==> config.mk <==
export PLATFORM = sky130hd
export DESIGN_NAME = touch_coordinate_scaler_averager
export DESIGN_NICKNAME = d
export VERILOG_FILES = /design/src/rtl/core/tcsa_pkg.sv /design/src/rtl/core/tcsa_div.sv /design/src/rtl/core/touch_coordinate_scaler_averager.sv
export SDC_FILE = /design/constraint.sdc
export NUM_CORES = 1
export LEC_CHECK = 0
export ABC_AREA = 1
export CORE_MARGIN = 2
export CORE_UTILIZATION = 40
export DETAILED_ROUTE_END_ITERATION = 16
export DONT_BUFFER_PORTS = 1
export GPL_TIMING_DRIVEN = 0
export PLACE_DENSITY = 0.63
export SYNTH_ARGS = -nofsm -noshare
export SYNTH_HDL_FRONTEND = slang
export SYNTH_HIERARCHICAL = 1
export SYNTH_SLANG_ARGS = --single-unit
==> constraint.sdc <==
create_clock -name clock -period 19.8 [get_ports clock]
set_clock_uncertainty 0.15 [all_clocks]
set_input_delay 2.97 -clock clock [delete_from_list [all_inputs] [get_ports clock]]
set_output_delay 2.97 -clock clock [all_outputs]
set_load 0.05 [all_outputs]
==> src/rtl/core/tcsa_pkg.sv <==
package tcsa_pkg;

   // history depth of the moving average, 1 to 16
   localparam int HISTORY_DEPTH = 4;

   localparam int RAW_W  = 12;
   localparam int SIZE_W = 11;
   localparam int POS_W  = 10;
   localparam int WORD_W = 16;
   localparam int CSR_ADDR_W = 3;
   localparam int CSR_DATA_W = 12;

   localparam int FILL_W = $clog2(HISTORY_DEPTH + 1);
   localparam int HIST_IDX_W = (HISTORY_DEPTH > 1) ? $clog2(HISTORY_DEPTH) : 1;
   localparam int SUM_W = POS_W + $clog2(HISTORY_DEPTH);

   // shared divider: raw offset times size over raw range, and history sums over fill count
   localparam int DIV_N_W = RAW_W + SIZE_W;
   localparam int DIV_D_W = RAW_W;
   localparam int DIV_CNT_W = $clog2(DIV_N_W + 1);

   localparam logic [POS_W-1:0] POS_MAX = {POS_W{1'b1}};

   // register indexes
   localparam logic [CSR_ADDR_W-1:0] REG_X_RAW_MIN     = 3'd0;
   localparam logic [CSR_ADDR_W-1:0] REG_X_RAW_MAX     = 3'd1;
   localparam logic [CSR_ADDR_W-1:0] REG_Y_RAW_MIN     = 3'd2;
   localparam logic [CSR_ADDR_W-1:0] REG_Y_RAW_MAX     = 3'd3;
   localparam logic [CSR_ADDR_W-1:0] REG_SCREEN_WIDTH  = 3'd4;
   localparam logic [CSR_ADDR_W-1:0] REG_SCREEN_HEIGHT = 3'd5;

   localparam logic [RAW_W-1:0]  RAW_MIN_RESET = 12'd200;
   localparam logic [RAW_W-1:0]  RAW_MAX_RESET = 12'd3900;
   localparam logic [SIZE_W-1:0] WIDTH_RESET   = 11'd320;
   localparam logic [SIZE_W-1:0] HEIGHT_RESET  = 11'd240;

   typedef struct packed {
      logic               start;
      logic [DIV_N_W-1:0] dividend;
      logic [DIV_D_W-1:0] divisor;
   } div_req_type;

   typedef struct packed {
      logic               done;
      logic [DIV_N_W-1:0] quotient;
   } div_rsp_type;

endpackage

==> src/rtl/core/tcsa_div.sv <==
module tcsa_div (
   input  logic                 clock,
   input  logic                 reset,
   input  tcsa_pkg::div_req_type div_req,
   output tcsa_pkg::div_rsp_type div_rsp
);

   logic                             busy_ff, busy_in;
   logic                             done_ff, done_in;
   logic [tcsa_pkg::DIV_CNT_W-1:0]   cnt_ff, cnt_in;
   logic [tcsa_pkg::DIV_D_W-1:0]     rem_ff, rem_in;
   logic [tcsa_pkg::DIV_N_W-1:0]     quo_ff, quo_in;
   logic [tcsa_pkg::DIV_D_W-1:0]     dsr_ff, dsr_in;
   logic [tcsa_pkg::DIV_D_W:0]       trial;
   logic [tcsa_pkg::DIV_D_W:0]       diff;
   logic                             fits;

   // restoring division, one quotient bit per cycle
   assign trial = {rem_ff, quo_ff[tcsa_pkg::DIV_N_W-1]};
   assign diff  = trial - {1'b0, dsr_ff};
   assign fits  = (trial >= {1'b0, dsr_ff});

   always_comb begin
      busy_in = busy_ff;
      done_in = 1'b0;
      cnt_in  = cnt_ff;
      rem_in  = rem_ff;
      quo_in  = quo_ff;
      dsr_in  = dsr_ff;
      if (div_req.start) begin
         busy_in = 1'b1;
         cnt_in  = tcsa_pkg::DIV_CNT_W'(tcsa_pkg::DIV_N_W);
         rem_in  = '0;
         quo_in  = div_req.dividend;
         dsr_in  = div_req.divisor;
      end else if (busy_ff) begin
         rem_in = fits ? diff[tcsa_pkg::DIV_D_W-1:0] : trial[tcsa_pkg::DIV_D_W-1:0];
         quo_in = {quo_ff[tcsa_pkg::DIV_N_W-2:0], fits};
         cnt_in = cnt_ff - 1'b1;
         if (cnt_ff == tcsa_pkg::DIV_CNT_W'(1)) begin
            busy_in = 1'b0;
            done_in = 1'b1;
         end
      end
   end

   always_ff @(posedge clock) begin
      if (reset) begin
         busy_ff <= 1'b0;
         done_ff <= 1'b0;
         cnt_ff  <= '0;
      end else begin
         busy_ff <= busy_in;
         done_ff <= done_in;
         cnt_ff  <= cnt_in;
      end
      rem_ff <= rem_in;
      quo_ff <= quo_in;
      dsr_ff <= dsr_in;
   end

   assign div_rsp.done     = done_ff;
   assign div_rsp.quotient = quo_ff;

`ifndef ASSERT_OFF
   a_start_idle: assert property (@(posedge clock) disable iff (reset)
      div_req.start |-> !busy_ff)
      else $error("divider started while busy");
   a_done_after_busy: assert property (@(posedge clock) disable iff (reset)
      done_ff |-> !busy_ff && $past(busy_ff))
      else $error("divider done without a run");
   a_cnt_range: assert property (@(posedge clock) disable iff (reset)
      busy_ff |-> (cnt_ff != '0))
      else $error("divider count underflow");
`endif

endmodule

==> src/rtl/core/touch_coordinate_scaler_averager.sv <==
// Touch sample scaler and averager. Each request carries pen_down and the two converter
// words; one response comes back per request. While the pen is down each axis takes
// word bits 14..3, subtracts the raw minimum (floor 0), scales by screen size over raw
// range, clamps to size - 1 (also for an empty or inverted range) and saturates at 1023,
// then the point enters a shift history and the truncated mean of the filled entries is
// returned and held. A released sample clears the history count and returns the held
// point. A pen-down request runs four passes of the single shared restoring divider
// (each a start, a 23-bit quotient and a done; two for scaling, two for the averages),
// a multiply and a clamp step per axis, one history-summing step per filled entry plus
// one, a response step and an idle step. A release goes from idle to the response step.
// The block accepts one request at a time; a finished response sits in an output
// register until taken. Configuration is written through csr_we/csr_addr/csr_wdata;
// the user must write it only while the block is idle; the block does not enforce it.
module touch_coordinate_scaler_averager (
   input  logic                              clock,
   input  logic                              reset,
   input  logic                              req_valid,
   output logic                              req_ready,
   input  logic                              req_pen_down,
   input  logic [tcsa_pkg::WORD_W-1:0]       req_x_word,
   input  logic [tcsa_pkg::WORD_W-1:0]       req_y_word,
   output logic                              rsp_valid,
   input  logic                              rsp_ready,
   output logic                              rsp_pressed,
   output logic [tcsa_pkg::POS_W-1:0]        rsp_pos_x,
   output logic [tcsa_pkg::POS_W-1:0]        rsp_pos_y,
   input  logic                              csr_we,
   input  logic [tcsa_pkg::CSR_ADDR_W-1:0]   csr_addr,
   input  logic [tcsa_pkg::CSR_DATA_W-1:0]   csr_wdata
);

   localparam logic [2:0] S_IDLE  = 3'd0;
   localparam logic [2:0] S_MUL   = 3'd1;
   localparam logic [2:0] S_DIVS  = 3'd2;
   localparam logic [2:0] S_DIVW  = 3'd3;
   localparam logic [2:0] S_CLAMP = 3'd4;
   localparam logic [2:0] S_SUM   = 3'd5;
   localparam logic [2:0] S_DONE  = 3'd6;

   localparam int RAW_W  = tcsa_pkg::RAW_W;
   localparam int SIZE_W = tcsa_pkg::SIZE_W;
   localparam int POS_W  = tcsa_pkg::POS_W;
   localparam int FILL_W = tcsa_pkg::FILL_W;
   localparam int SUM_W  = tcsa_pkg::SUM_W;
   localparam int N_W    = tcsa_pkg::DIV_N_W;
   localparam int D_W    = tcsa_pkg::DIV_D_W;
   localparam int IDX_W  = tcsa_pkg::HIST_IDX_W;
   localparam int DEPTH  = tcsa_pkg::HISTORY_DEPTH;

   logic [2:0]        state_ff, state_in;
   logic              ax_ff, ax_in;          // 0: X axis, 1: Y axis
   logic              avg_ff, avg_in;        // divider is doing the averages
   logic [RAW_W-1:0]  raw_x_ff, raw_x_in;
   logic [RAW_W-1:0]  raw_y_ff, raw_y_in;
   logic [N_W-1:0]    prod_ff, prod_in;
   logic [POS_W-1:0]  scaled_x_ff, scaled_x_in;
   logic [POS_W-1:0]  hist_x_ff [DEPTH];
   logic [POS_W-1:0]  hist_x_in [DEPTH];
   logic [POS_W-1:0]  hist_y_ff [DEPTH];
   logic [POS_W-1:0]  hist_y_in [DEPTH];
   logic [FILL_W-1:0] fill_count_ff, fill_count_in;
   logic [FILL_W-1:0] sum_cnt_ff, sum_cnt_in;
   logic [SUM_W-1:0]  sum_x_ff, sum_x_in;
   logic [SUM_W-1:0]  sum_y_ff, sum_y_in;
   logic [POS_W-1:0]  held_x_ff, held_x_in;
   logic [POS_W-1:0]  held_y_ff, held_y_in;
   logic              pen_ff, pen_in;
   logic              rsp_valid_ff, rsp_valid_in;
   logic              rsp_pressed_ff, rsp_pressed_in;
   logic [POS_W-1:0]  rsp_pos_x_ff, rsp_pos_x_in;
   logic [POS_W-1:0]  rsp_pos_y_ff, rsp_pos_y_in;

   logic [RAW_W-1:0]  x_raw_min_ff, x_raw_min_in;
   logic [RAW_W-1:0]  x_raw_max_ff, x_raw_max_in;
   logic [RAW_W-1:0]  y_raw_min_ff, y_raw_min_in;
   logic [RAW_W-1:0]  y_raw_max_ff, y_raw_max_in;
   logic [SIZE_W-1:0] screen_width_ff, screen_width_in;
   logic [SIZE_W-1:0] screen_height_ff, screen_height_in;

   logic [RAW_W-1:0]  cur_raw, cur_min, cur_max, cur_off, cur_range;
   logic [SIZE_W-1:0] cur_size, cur_lim, clamp_v;
   logic [POS_W-1:0]  clamp_pos;
   logic              req_fire;
   logic [IDX_W-1:0]  sum_idx;

   tcsa_pkg::div_req_type div_req;
   tcsa_pkg::div_rsp_type div_rsp;

   tcsa_div u_div (
      .clock   (clock),
      .reset   (reset),
      .div_req (div_req),
      .div_rsp (div_rsp)
   );

   assign req_ready = (state_ff == S_IDLE);
   assign req_fire  = req_valid && req_ready;
   assign sum_idx   = sum_cnt_ff[IDX_W-1:0];

   // per-axis operand select
   assign cur_raw   = ax_ff ? raw_y_ff : raw_x_ff;
   assign cur_min   = ax_ff ? y_raw_min_ff : x_raw_min_ff;
   assign cur_max   = ax_ff ? y_raw_max_ff : x_raw_max_ff;
   assign cur_size  = ax_ff ? screen_height_ff : screen_width_ff;
   assign cur_off   = (cur_raw > cur_min) ? (cur_raw - cur_min) : '0;
   assign cur_range = cur_max - cur_min;
   assign cur_lim   = cur_size - 1'b1;

   always_comb begin
      if (cur_size == '0) begin
         clamp_v = '0;
      end else if (cur_max <= cur_min) begin
         clamp_v = cur_lim;
      end else if (div_rsp.quotient >= N_W'(cur_size)) begin
         clamp_v = cur_lim;
      end else begin
         clamp_v = div_rsp.quotient[SIZE_W-1:0];
      end
      clamp_pos = (clamp_v > SIZE_W'(tcsa_pkg::POS_MAX)) ? tcsa_pkg::POS_MAX
                                                          : clamp_v[POS_W-1:0];
   end

   always_comb begin
      div_req.start = (state_ff == S_DIVS);
      if (avg_ff) begin
         div_req.dividend = N_W'(ax_ff ? sum_y_ff : sum_x_ff);
         div_req.divisor  = D_W'(fill_count_ff);
      end else begin
         div_req.dividend = prod_ff;
         div_req.divisor  = cur_range;
      end
   end

   always_comb begin
      state_in       = state_ff;
      ax_in          = ax_ff;
      avg_in         = avg_ff;
      raw_x_in       = raw_x_ff;
      raw_y_in       = raw_y_ff;
      prod_in        = prod_ff;
      scaled_x_in    = scaled_x_ff;
      hist_x_in      = hist_x_ff;
      hist_y_in      = hist_y_ff;
      fill_count_in  = fill_count_ff;
      sum_cnt_in     = sum_cnt_ff;
      sum_x_in       = sum_x_ff;
      sum_y_in       = sum_y_ff;
      held_x_in      = held_x_ff;
      held_y_in      = held_y_ff;
      pen_in         = pen_ff;
      rsp_valid_in   = rsp_valid_ff && !rsp_ready;
      rsp_pressed_in = rsp_pressed_ff;
      rsp_pos_x_in   = rsp_pos_x_ff;
      rsp_pos_y_in   = rsp_pos_y_ff;

      case (state_ff)
         S_IDLE: begin
            if (req_fire) begin
               pen_in   = req_pen_down;
               raw_x_in = req_x_word[RAW_W+2:3];
               raw_y_in = req_y_word[RAW_W+2:3];
               ax_in    = 1'b0;
               avg_in   = 1'b0;
               if (req_pen_down) begin
                  state_in = S_MUL;
               end else begin
                  fill_count_in = '0;
                  state_in      = S_DONE;
               end
            end
         end
         S_MUL: begin
            prod_in  = N_W'(cur_off) * N_W'(cur_size);
            state_in = S_DIVS;
         end
         S_DIVS: begin
            state_in = S_DIVW;
         end
         S_DIVW: begin
            if (div_rsp.done) begin
               if (!avg_ff) begin
                  state_in = S_CLAMP;
               end else if (!ax_ff) begin
                  held_x_in = div_rsp.quotient[POS_W-1:0];
                  ax_in     = 1'b1;
                  state_in  = S_DIVS;
               end else begin
                  held_y_in = div_rsp.quotient[POS_W-1:0];
                  state_in  = S_DONE;
               end
            end
         end
         S_CLAMP: begin
            if (!ax_ff) begin
               scaled_x_in = clamp_pos;
               ax_in       = 1'b1;
               state_in    = S_MUL;
            end else begin
               for (int i = DEPTH - 1; i > 0; i--) begin
                  hist_x_in[i] = hist_x_ff[i-1];
                  hist_y_in[i] = hist_y_ff[i-1];
               end
               hist_x_in[0] = scaled_x_ff;
               hist_y_in[0] = clamp_pos;
               if (fill_count_ff < FILL_W'(DEPTH)) begin
                  fill_count_in = fill_count_ff + 1'b1;
               end
               sum_cnt_in = '0;
               sum_x_in   = '0;
               sum_y_in   = '0;
               state_in   = S_SUM;
            end
         end
         S_SUM: begin
            if (sum_cnt_ff < fill_count_ff) begin
               sum_x_in   = sum_x_ff + SUM_W'(hist_x_ff[sum_idx]);
               sum_y_in   = sum_y_ff + SUM_W'(hist_y_ff[sum_idx]);
               sum_cnt_in = sum_cnt_ff + 1'b1;
            end else begin
               avg_in   = 1'b1;
               ax_in    = 1'b0;
               state_in = S_DIVS;
            end
         end
         S_DONE: begin
            if (!rsp_valid_ff || rsp_ready) begin
               rsp_valid_in   = 1'b1;
               rsp_pressed_in = pen_ff;
               rsp_pos_x_in   = held_x_ff;
               rsp_pos_y_in   = held_y_ff;
               avg_in         = 1'b0;
               state_in       = S_IDLE;
            end
         end
         default: begin
            state_in = S_IDLE;
         end
      endcase
   end

   always_comb begin
      x_raw_min_in     = x_raw_min_ff;
      x_raw_max_in     = x_raw_max_ff;
      y_raw_min_in     = y_raw_min_ff;
      y_raw_max_in     = y_raw_max_ff;
      screen_width_in  = screen_width_ff;
      screen_height_in = screen_height_ff;
      if (csr_we) begin
         case (csr_addr)
            tcsa_pkg::REG_X_RAW_MIN:     x_raw_min_in     = csr_wdata[RAW_W-1:0];
            tcsa_pkg::REG_X_RAW_MAX:     x_raw_max_in     = csr_wdata[RAW_W-1:0];
            tcsa_pkg::REG_Y_RAW_MIN:     y_raw_min_in     = csr_wdata[RAW_W-1:0];
            tcsa_pkg::REG_Y_RAW_MAX:     y_raw_max_in     = csr_wdata[RAW_W-1:0];
            tcsa_pkg::REG_SCREEN_WIDTH:  screen_width_in  = csr_wdata[SIZE_W-1:0];
            tcsa_pkg::REG_SCREEN_HEIGHT: screen_height_in = csr_wdata[SIZE_W-1:0];
            default: begin
            end
         endcase
      end
   end

   always_ff @(posedge clock) begin
      if (reset) begin
         state_ff         <= S_IDLE;
         ax_ff            <= 1'b0;
         avg_ff           <= 1'b0;
         fill_count_ff    <= '0;
         held_x_ff        <= '0;
         held_y_ff        <= '0;
         rsp_valid_ff     <= 1'b0;
         x_raw_min_ff     <= tcsa_pkg::RAW_MIN_RESET;
         x_raw_max_ff     <= tcsa_pkg::RAW_MAX_RESET;
         y_raw_min_ff     <= tcsa_pkg::RAW_MIN_RESET;
         y_raw_max_ff     <= tcsa_pkg::RAW_MAX_RESET;
         screen_width_ff  <= tcsa_pkg::WIDTH_RESET;
         screen_height_ff <= tcsa_pkg::HEIGHT_RESET;
      end else begin
         state_ff         <= state_in;
         ax_ff            <= ax_in;
         avg_ff           <= avg_in;
         fill_count_ff    <= fill_count_in;
         held_x_ff        <= held_x_in;
         held_y_ff        <= held_y_in;
         rsp_valid_ff     <= rsp_valid_in;
         x_raw_min_ff     <= x_raw_min_in;
         x_raw_max_ff     <= x_raw_max_in;
         y_raw_min_ff     <= y_raw_min_in;
         y_raw_max_ff     <= y_raw_max_in;
         screen_width_ff  <= screen_width_in;
         screen_height_ff <= screen_height_in;
      end
      raw_x_ff       <= raw_x_in;
      raw_y_ff       <= raw_y_in;
      prod_ff        <= prod_in;
      scaled_x_ff    <= scaled_x_in;
      hist_x_ff      <= hist_x_in;
      hist_y_ff      <= hist_y_in;
      sum_cnt_ff     <= sum_cnt_in;
      sum_x_ff       <= sum_x_in;
      sum_y_ff       <= sum_y_in;
      pen_ff         <= pen_in;
      rsp_pressed_ff <= rsp_pressed_in;
      rsp_pos_x_ff   <= rsp_pos_x_in;
      rsp_pos_y_ff   <= rsp_pos_y_in;
   end

   assign rsp_valid   = rsp_valid_ff;
   assign rsp_pressed = rsp_pressed_ff;
   assign rsp_pos_x   = rsp_pos_x_ff;
   assign rsp_pos_y   = rsp_pos_y_ff;

`ifndef ASSERT_OFF
   a_fill_bound: assert property (@(posedge clock) disable iff (reset)
      fill_count_ff <= FILL_W'(DEPTH))
      else $error("history count above depth");
   a_release_clears: assert property (@(posedge clock) disable iff (reset)
      req_fire && !req_pen_down |=> (fill_count_ff == '0) && (state_ff == S_DONE))
      else $error("release did not clear history count");
   a_div_done_waited: assert property (@(posedge clock) disable iff (reset)
      div_rsp.done |-> (state_ff == S_DIVW))
      else $error("divider result with no one waiting");
   a_avg_nonzero: assert property (@(posedge clock) disable iff (reset)
      div_req.start && avg_ff |-> (fill_count_ff != '0))
      else $error("average divided by empty history");
`endif

endmodule

======== Word-level counts from Yosys, hierarchy flattened ========
Index checks and enable logic that the tools add are counted.
word-level totals
  register bits after elaboration ......... 339
  input port bits ......................... 53
  output and inout bits ................... 23
operators by class
  add/sub/neg operators ................... 9
  multipliers ............................. 1
  order comparisons ....................... 8
  equality and inequality tests ........... 21
  multiplexer cells ....................... 58
  bitwise gates (word level) .............. 3
  reduce and logical (&&, ||, !) cells .... 32
operator list
  kind                  number
  $mux 12               9
  $mux 10               5
  $pmux 12 s2           2
  $mux 23               2
  $mux 11               4
  $mux 3                14
  $bmux 10 s2           2
  $sub 12x12->12        3
  $mux 35               1
  $add 12x10->12        2
  $ge 23x11->1          1
  $mul 12x11->23        1
  $pmux 3 s7            1
  $reduce_and 2->1      10
  $reduce_and 4->1      4
  $eq 3x3->1 const B    5
  $ne 2x2->1 const B    7
  $ge 13x12->1          1
  $eq 3x2->1 const B    4
  $gt 12x12->1          1
  $le 12x12->1          1
  $mux 1                12
  $pmux 3 s2            2
  $gt 11x10->1 const B  1
  other kinds (26)      37

======== Depth between registers and ports, before layout ========
  depth in word-level cells ............... 7
  mapped depth ............................ 39

======== Cells and area by module ========
The synthesis kept the hierarchy.
modules (own cells, without submodules)
  module                            times used  cells an instance  area an instance (um2)
  touch_coordinate_scaler_averager  1           2188               18587.8
  tcsa_div                          1           386                3021.6

======== Worst setup path before layout ========
No wires, ideal clock.
  path kind ............................... reg2reg
  start point ............................. register ax_ff
  end point ............................... register prod_ff[15] (data pin)
  library setup time ...................... 260 ps
  data arrival time ....................... 6578 ps
  data required time ...................... 19390 ps
  slack ................................... 12812 ps
  cell stages (with the launch flop) ...... 34
  clock period less this slack ............ 6988 ps
  cell sequence ........................... dfxtp_1 -> buf_6 -> buf_6 -> buf_2 -> buf_2 -> mux2i_1 -> ha_1 -> inv_1 -> fa_1 -> nand3_1 -> nand2_1 -> nand3_1 -> nand3_2 -> nand2_4 -> inv_4 -> nand2_4 -> inv_1 -> nand2_1 -> fa_1 -> fa_1 -> inv_1 -> fa_1 -> fa_1 -> inv_1 -> fa_1 -> inv_1 -> ha_1 -> a21oi_1 -> nor2_1 -> nor2_1 -> nand3_1 -> nand2_1 -> nand2_1 -> xor2_1
on the way
  cells in the longest elaborated chain, start to end .. 4
RTL lines
  element                                                RTL line                                                                          text
  from (decl)                                            touch_coordinate_scaler_averager.sv:51                                            logic ax_ff, ax_in;
  from (signal assigned)                                 touch_coordinate_scaler_averager.sv:279                                           ax_ff <= ax_in;
  $mux 12 (on tied branches)                             touch_coordinate_scaler_averager.sv:101, touch_coordinate_scaler_averager.sv:102
  $sub 12x12->12 / $gt 12x12->1 (equally long branches)  touch_coordinate_scaler_averager.sv:105                                           assign cur_off = (cur_raw > cur_min) ? (cur_raw - cur_min) : '0;
  $mux 12                                                touch_coordinate_scaler_averager.sv:105
  $mul 12x11->23 *                                       touch_coordinate_scaler_averager.sv:173                                           prod_in = N_W'(cur_off) * N_W'(cur_size);
  to (signal assigned)                                   touch_coordinate_scaler_averager.sv:294                                           prod_ff <= prod_in;
  to (decl)                                              touch_coordinate_scaler_averager.sv:55                                            logic [N_W-1:0] prod_ff, prod_in;
Every way passes the cells marked *; elsewhere a longest branch is shown, timed or not.
A chain may end at the register's enable or synchronous reset.

======== Worst setup path in the final report ========
  start point ............................. register ax_ff
  end point ............................... register prod_ff[16] (data pin)
Same word-level chain as after synthesis.

==> impl_metrics.csv <==
group,metric,value,unit
timing,max_freq,125,MHz
power,p_switching,2180,uW
floorplan,ioPinCount,76,
logic_synthesis,synth_edf_count,221,
logic_synthesis,ys_ff_latch,339,
timing,hold_ws,0.260,ns
detailed_routing,antenna_left,0,
setup_path,cp-start-kind,"flop",
power,comb_power_share,60.3,%
clock_network,cts-root-buf,"clkbuf_16",
setup_path,crit_path_max_incr_delay,0.55,ns
global_route,grt_pass1_wl,91.1,mm
clock_network,ctsHtreeMaxLevel,2,
setup_path,reg2reg_to,"prod_ff[16]",
finish,syn_to_final_growth,10.7,%
finish,nFillCells,5323,
finish,register_area,9000,sq um
logic_synthesis,synth_nets,2856,
floorplan,dieArea,55900,sq um
clock_network,post_cts_buffers,0,
min_path,hold_path.class,"reg2reg",
finish,drive_gt1_share,7.27,%
logic_synthesis,synth_area_leader_cell,"edfxtp_1",
power,p_clk_share,16.3,%
logic_synthesis,yosysWarningCount,6,
timing,rsz0062_at_grt,"false",
logic_synthesis,ys_seq_area_share,41.6,%
logic_synthesis,synth-main-ff-cell,"edfxtp_1",
timing,period_share,40.4,%
finish,antennaDiodeCount,0,
placement,dp_hpwl,43.6,mm
floorplan,core_area,53600,sq um
setup_path,crit_type,"reg2reg",
detailed_routing,drcViolationCount,0,
timing,slew_headroom,13.0,%
floorplan,die_x,236,microns
detailed_routing,wire_per_inst,16.8,microns
placement,gp_congestion,0.903,
logic_synthesis,async_flop_share,0,%
global_route,grt.total_usage,20.5,%
clock_network,cts.path.max_buffers,3,
setup_path,endpoint_kind,"flop",
setup_path,reg2reg_depth,29,
power,p_leak,0.0107,uW
clock_network,postCtsResizedCells,0,
timing,finalSetupTns,0,ns
detailed_routing,drt_first_pass_iters,5,
power,seqPwrFrac,23.4,%
logic_synthesis,synth_cell_types,53,
setup_path,reg2reg_slack,11.80,ns
logic_synthesis,syn_area_per_cell,8.40,sq um
global_route,grt_pass1_vias,17100,
timing,slew_viol_final,0,
clock_network,numCtsBuffers,40,
clock_network,cts.sinks,339,
power,ir_drop,285,uV
clock_network,cts_tree,"yes",
global_route,grt_overflow_total,0,
setup_path,reg2reg_from,"ax_ff",
min_path,hold_end,"rsp_pressed",
logic_synthesis,synth.most_common_cell,"nand2_1",
global_route,antenna_found_initial,0,
min_path,worstHoldStart,"pen_ff",
logic_synthesis,synth_top_area_share,30.7,%
timing,layout_min_cycle_time,8.00,ns
floorplan,die_y,236,microns
floorplan,initial_core_util,40.3,%
clock_network,clk_pin_slew,0.06,ns
power,power_density,190,nW/um^2
finish,multi_input_comb_area,11000,sq um
setup_path,cp_slowest_cell,"mux2i_1",
power,switching_share,48.2,%
detailed_routing,drtIter0Drc,1310,
finish,layout.nets,2903,
timing,setup_violations,0,
status,status,"complete, no violations",
detailed_routing,vias_per_cell,5.17,
logic_synthesis,mappedNetlistArea,21600,sq um
setup_path,cp.required,19.94,ns
logic_synthesis,yosys-top-cells-count,"647 x nand2_1, 315 x nor2_1, 306 x inv_1, 221 x edfxtp_1, 152 x o21ai_0",
clock_network,clk_latency,0.57,ns
global_route,grt_max_degree,38,
min_path,hold_depth,0,
detailed_routing,wl,56.3,mm
setup_path,crit_top_cell,"nand2_1",
setup_path,cp.arrival,8.14,ns
logic_synthesis,synthTopCellsByArea,"edfxtp_1 31%, nand2_1 11%, dfxtp_1 11%",
detailed_routing,vias,17300,
logic_synthesis,syn_inst,2574,
setup_path,critPathMaxFanout,10,
timing,worstMarginPinSlew,1.30,ns
power,intPower,2350,uW
placement,io_buffers,0,
floorplan,rows,85,
timing,hold_viol_final,0,
clock_network,cts_hold_buf,0,
run,maxCapViolCount,0,
power groups by stage:
stage | sequential [uW] | clock, uW | combinational, uW
2_1_floorplan | 1050 | 0 | 2020
3_3_place_gp | 1080 | 0 | 2700
3_5_place_dp | 1070 | 0 | 2730
4_1_cts | 1060 | 752 | 2750
5_1_grt | 1070 | 778 | 3170
6_report | 1060 | 739 | 2740
through the flow:
stage	power, uW	instances	setup slack [ns]	area (sq um)	utilization (%)
final	4540	3349	11.80	23900	44.6
after global routing	5020	3349	11.32	23900	44.6
after CTS	4570	3349	11.81	23900	44.6
after detailed placement	3810	3275	11.82	22600	42.2
after global placement	3770	3270	11.84	22500	41.9
after floorplan	3070	2574	12.81	21600	-
cells in the final DEF, fill, tap and decap left out, types with 6 or more instances in the layout:
cell,instances
o21a_1,6
nand2_4,7
nand4_1,39
nand2_1,647
nand3_2,10
clkbuf_16,40
nand3_1,132
clkbuf_1,56
dfxtp_1,118
edfxtp_1,221
nor3_1,18
xor2_1,20
nor2_2,17
nor2_4,11
buf_6,8
o22ai_1,18
fa_1,94
mux2i_1,11
ha_1,135
buf_2,21
or2_2,7
o21ai_0,152
o211ai_1,8
inv_1,306
a21oi_1,114
nor2_1,312
inv_2,18
xnor2_1,11
clkinv_2,8
nand2_2,12
metal layers:
metal / wire length (microns) / track usage (%) / up-vias
met5: 0 / 0 / -
met4: 2050 / 7.52 / 0
met3: 2580 / 2.63 / 116
met2: 26600 / 34.3 / 465
met1: 25100 / 27.1 / 8213
li1: - / - / 8504
sequential cells by signal, summed over array words and instances (netlist names), 5 cells and up:
name	flops
y_raw_min_ff	12
x_raw_min_ff	12
prod_ff	23
rsp_pos_y	10
raw_x_ff	12
raw_y_ff	12
screen_height_ff	11
scaled_x_ff	10
sum_x_ff	12
u_div/quo_ff	23
sum_y_ff	12
hist_x_ff	40
held_x_ff	10
y_raw_max_ff	12
screen_width_ff	11
x_raw_max_ff	12
u_div/cnt_ff	5
u_div/dsr_ff	12
hist_y_ff	40
rsp_pos_x	10
u_div/rem_ff	12
held_y_ff	10
critical path: cells and delay by family (launching register included):
| kind | cells | cell delay (ns) |
|---|---|---|
| AOI/OAI and AO/OA | 3 | 0.66 |
| adders and majority gates | 7 | 3.32 |
| xor gates and xnor gates | 1 | 0.16 |
| muxes | 1 | 0.55 |
| and+or+nand+nor | 10 | 1.33 |
| DFF | 1 | 0.39 |
| buffers and inverters | 7 | 1.14 |
how the worst max path moves through the flow:
stage               slack [ns]  startpoint  cells after the start     endpoint
finish                   11.80       ax_ff                     29  prod_ff[16]
global route             11.32       ax_ff                     29  prod_ff[16]
CTS                      11.81       ax_ff                     29  prod_ff[16]
detailed placement       11.82       ax_ff                     29  prod_ff[16]
global placement         11.84       ax_ff                     29  prod_ff[16]
floorplan                12.81       ax_ff                     33  prod_ff[15]
cells by family after synthesis:
group | Yosys count | share of synthesized area, %
DFF | 339 | 41.6
AOI/OAI and AO/OA | 331 | 8.27
adders and majority gates | 229 | 16.5
and+or+nand+nor | 1226 | 24.2
muxes | 11 | 0.510
buffers and inverters | 407 | 7.55
xor gates and xnor gates | 31 | 1.26
layout make-up:
cell class	instances	share of cell area, %
clock inverters	20	0.926
clock buffers	54	4.61
well taps	696	3.64
multi-input cells	1828	46.0
plain buffers	81	1.69
inverters	326	5.13
repair buffers	5	0.408
flip-flops and latches	339	37.6
(Power assumes the default switching activity.)
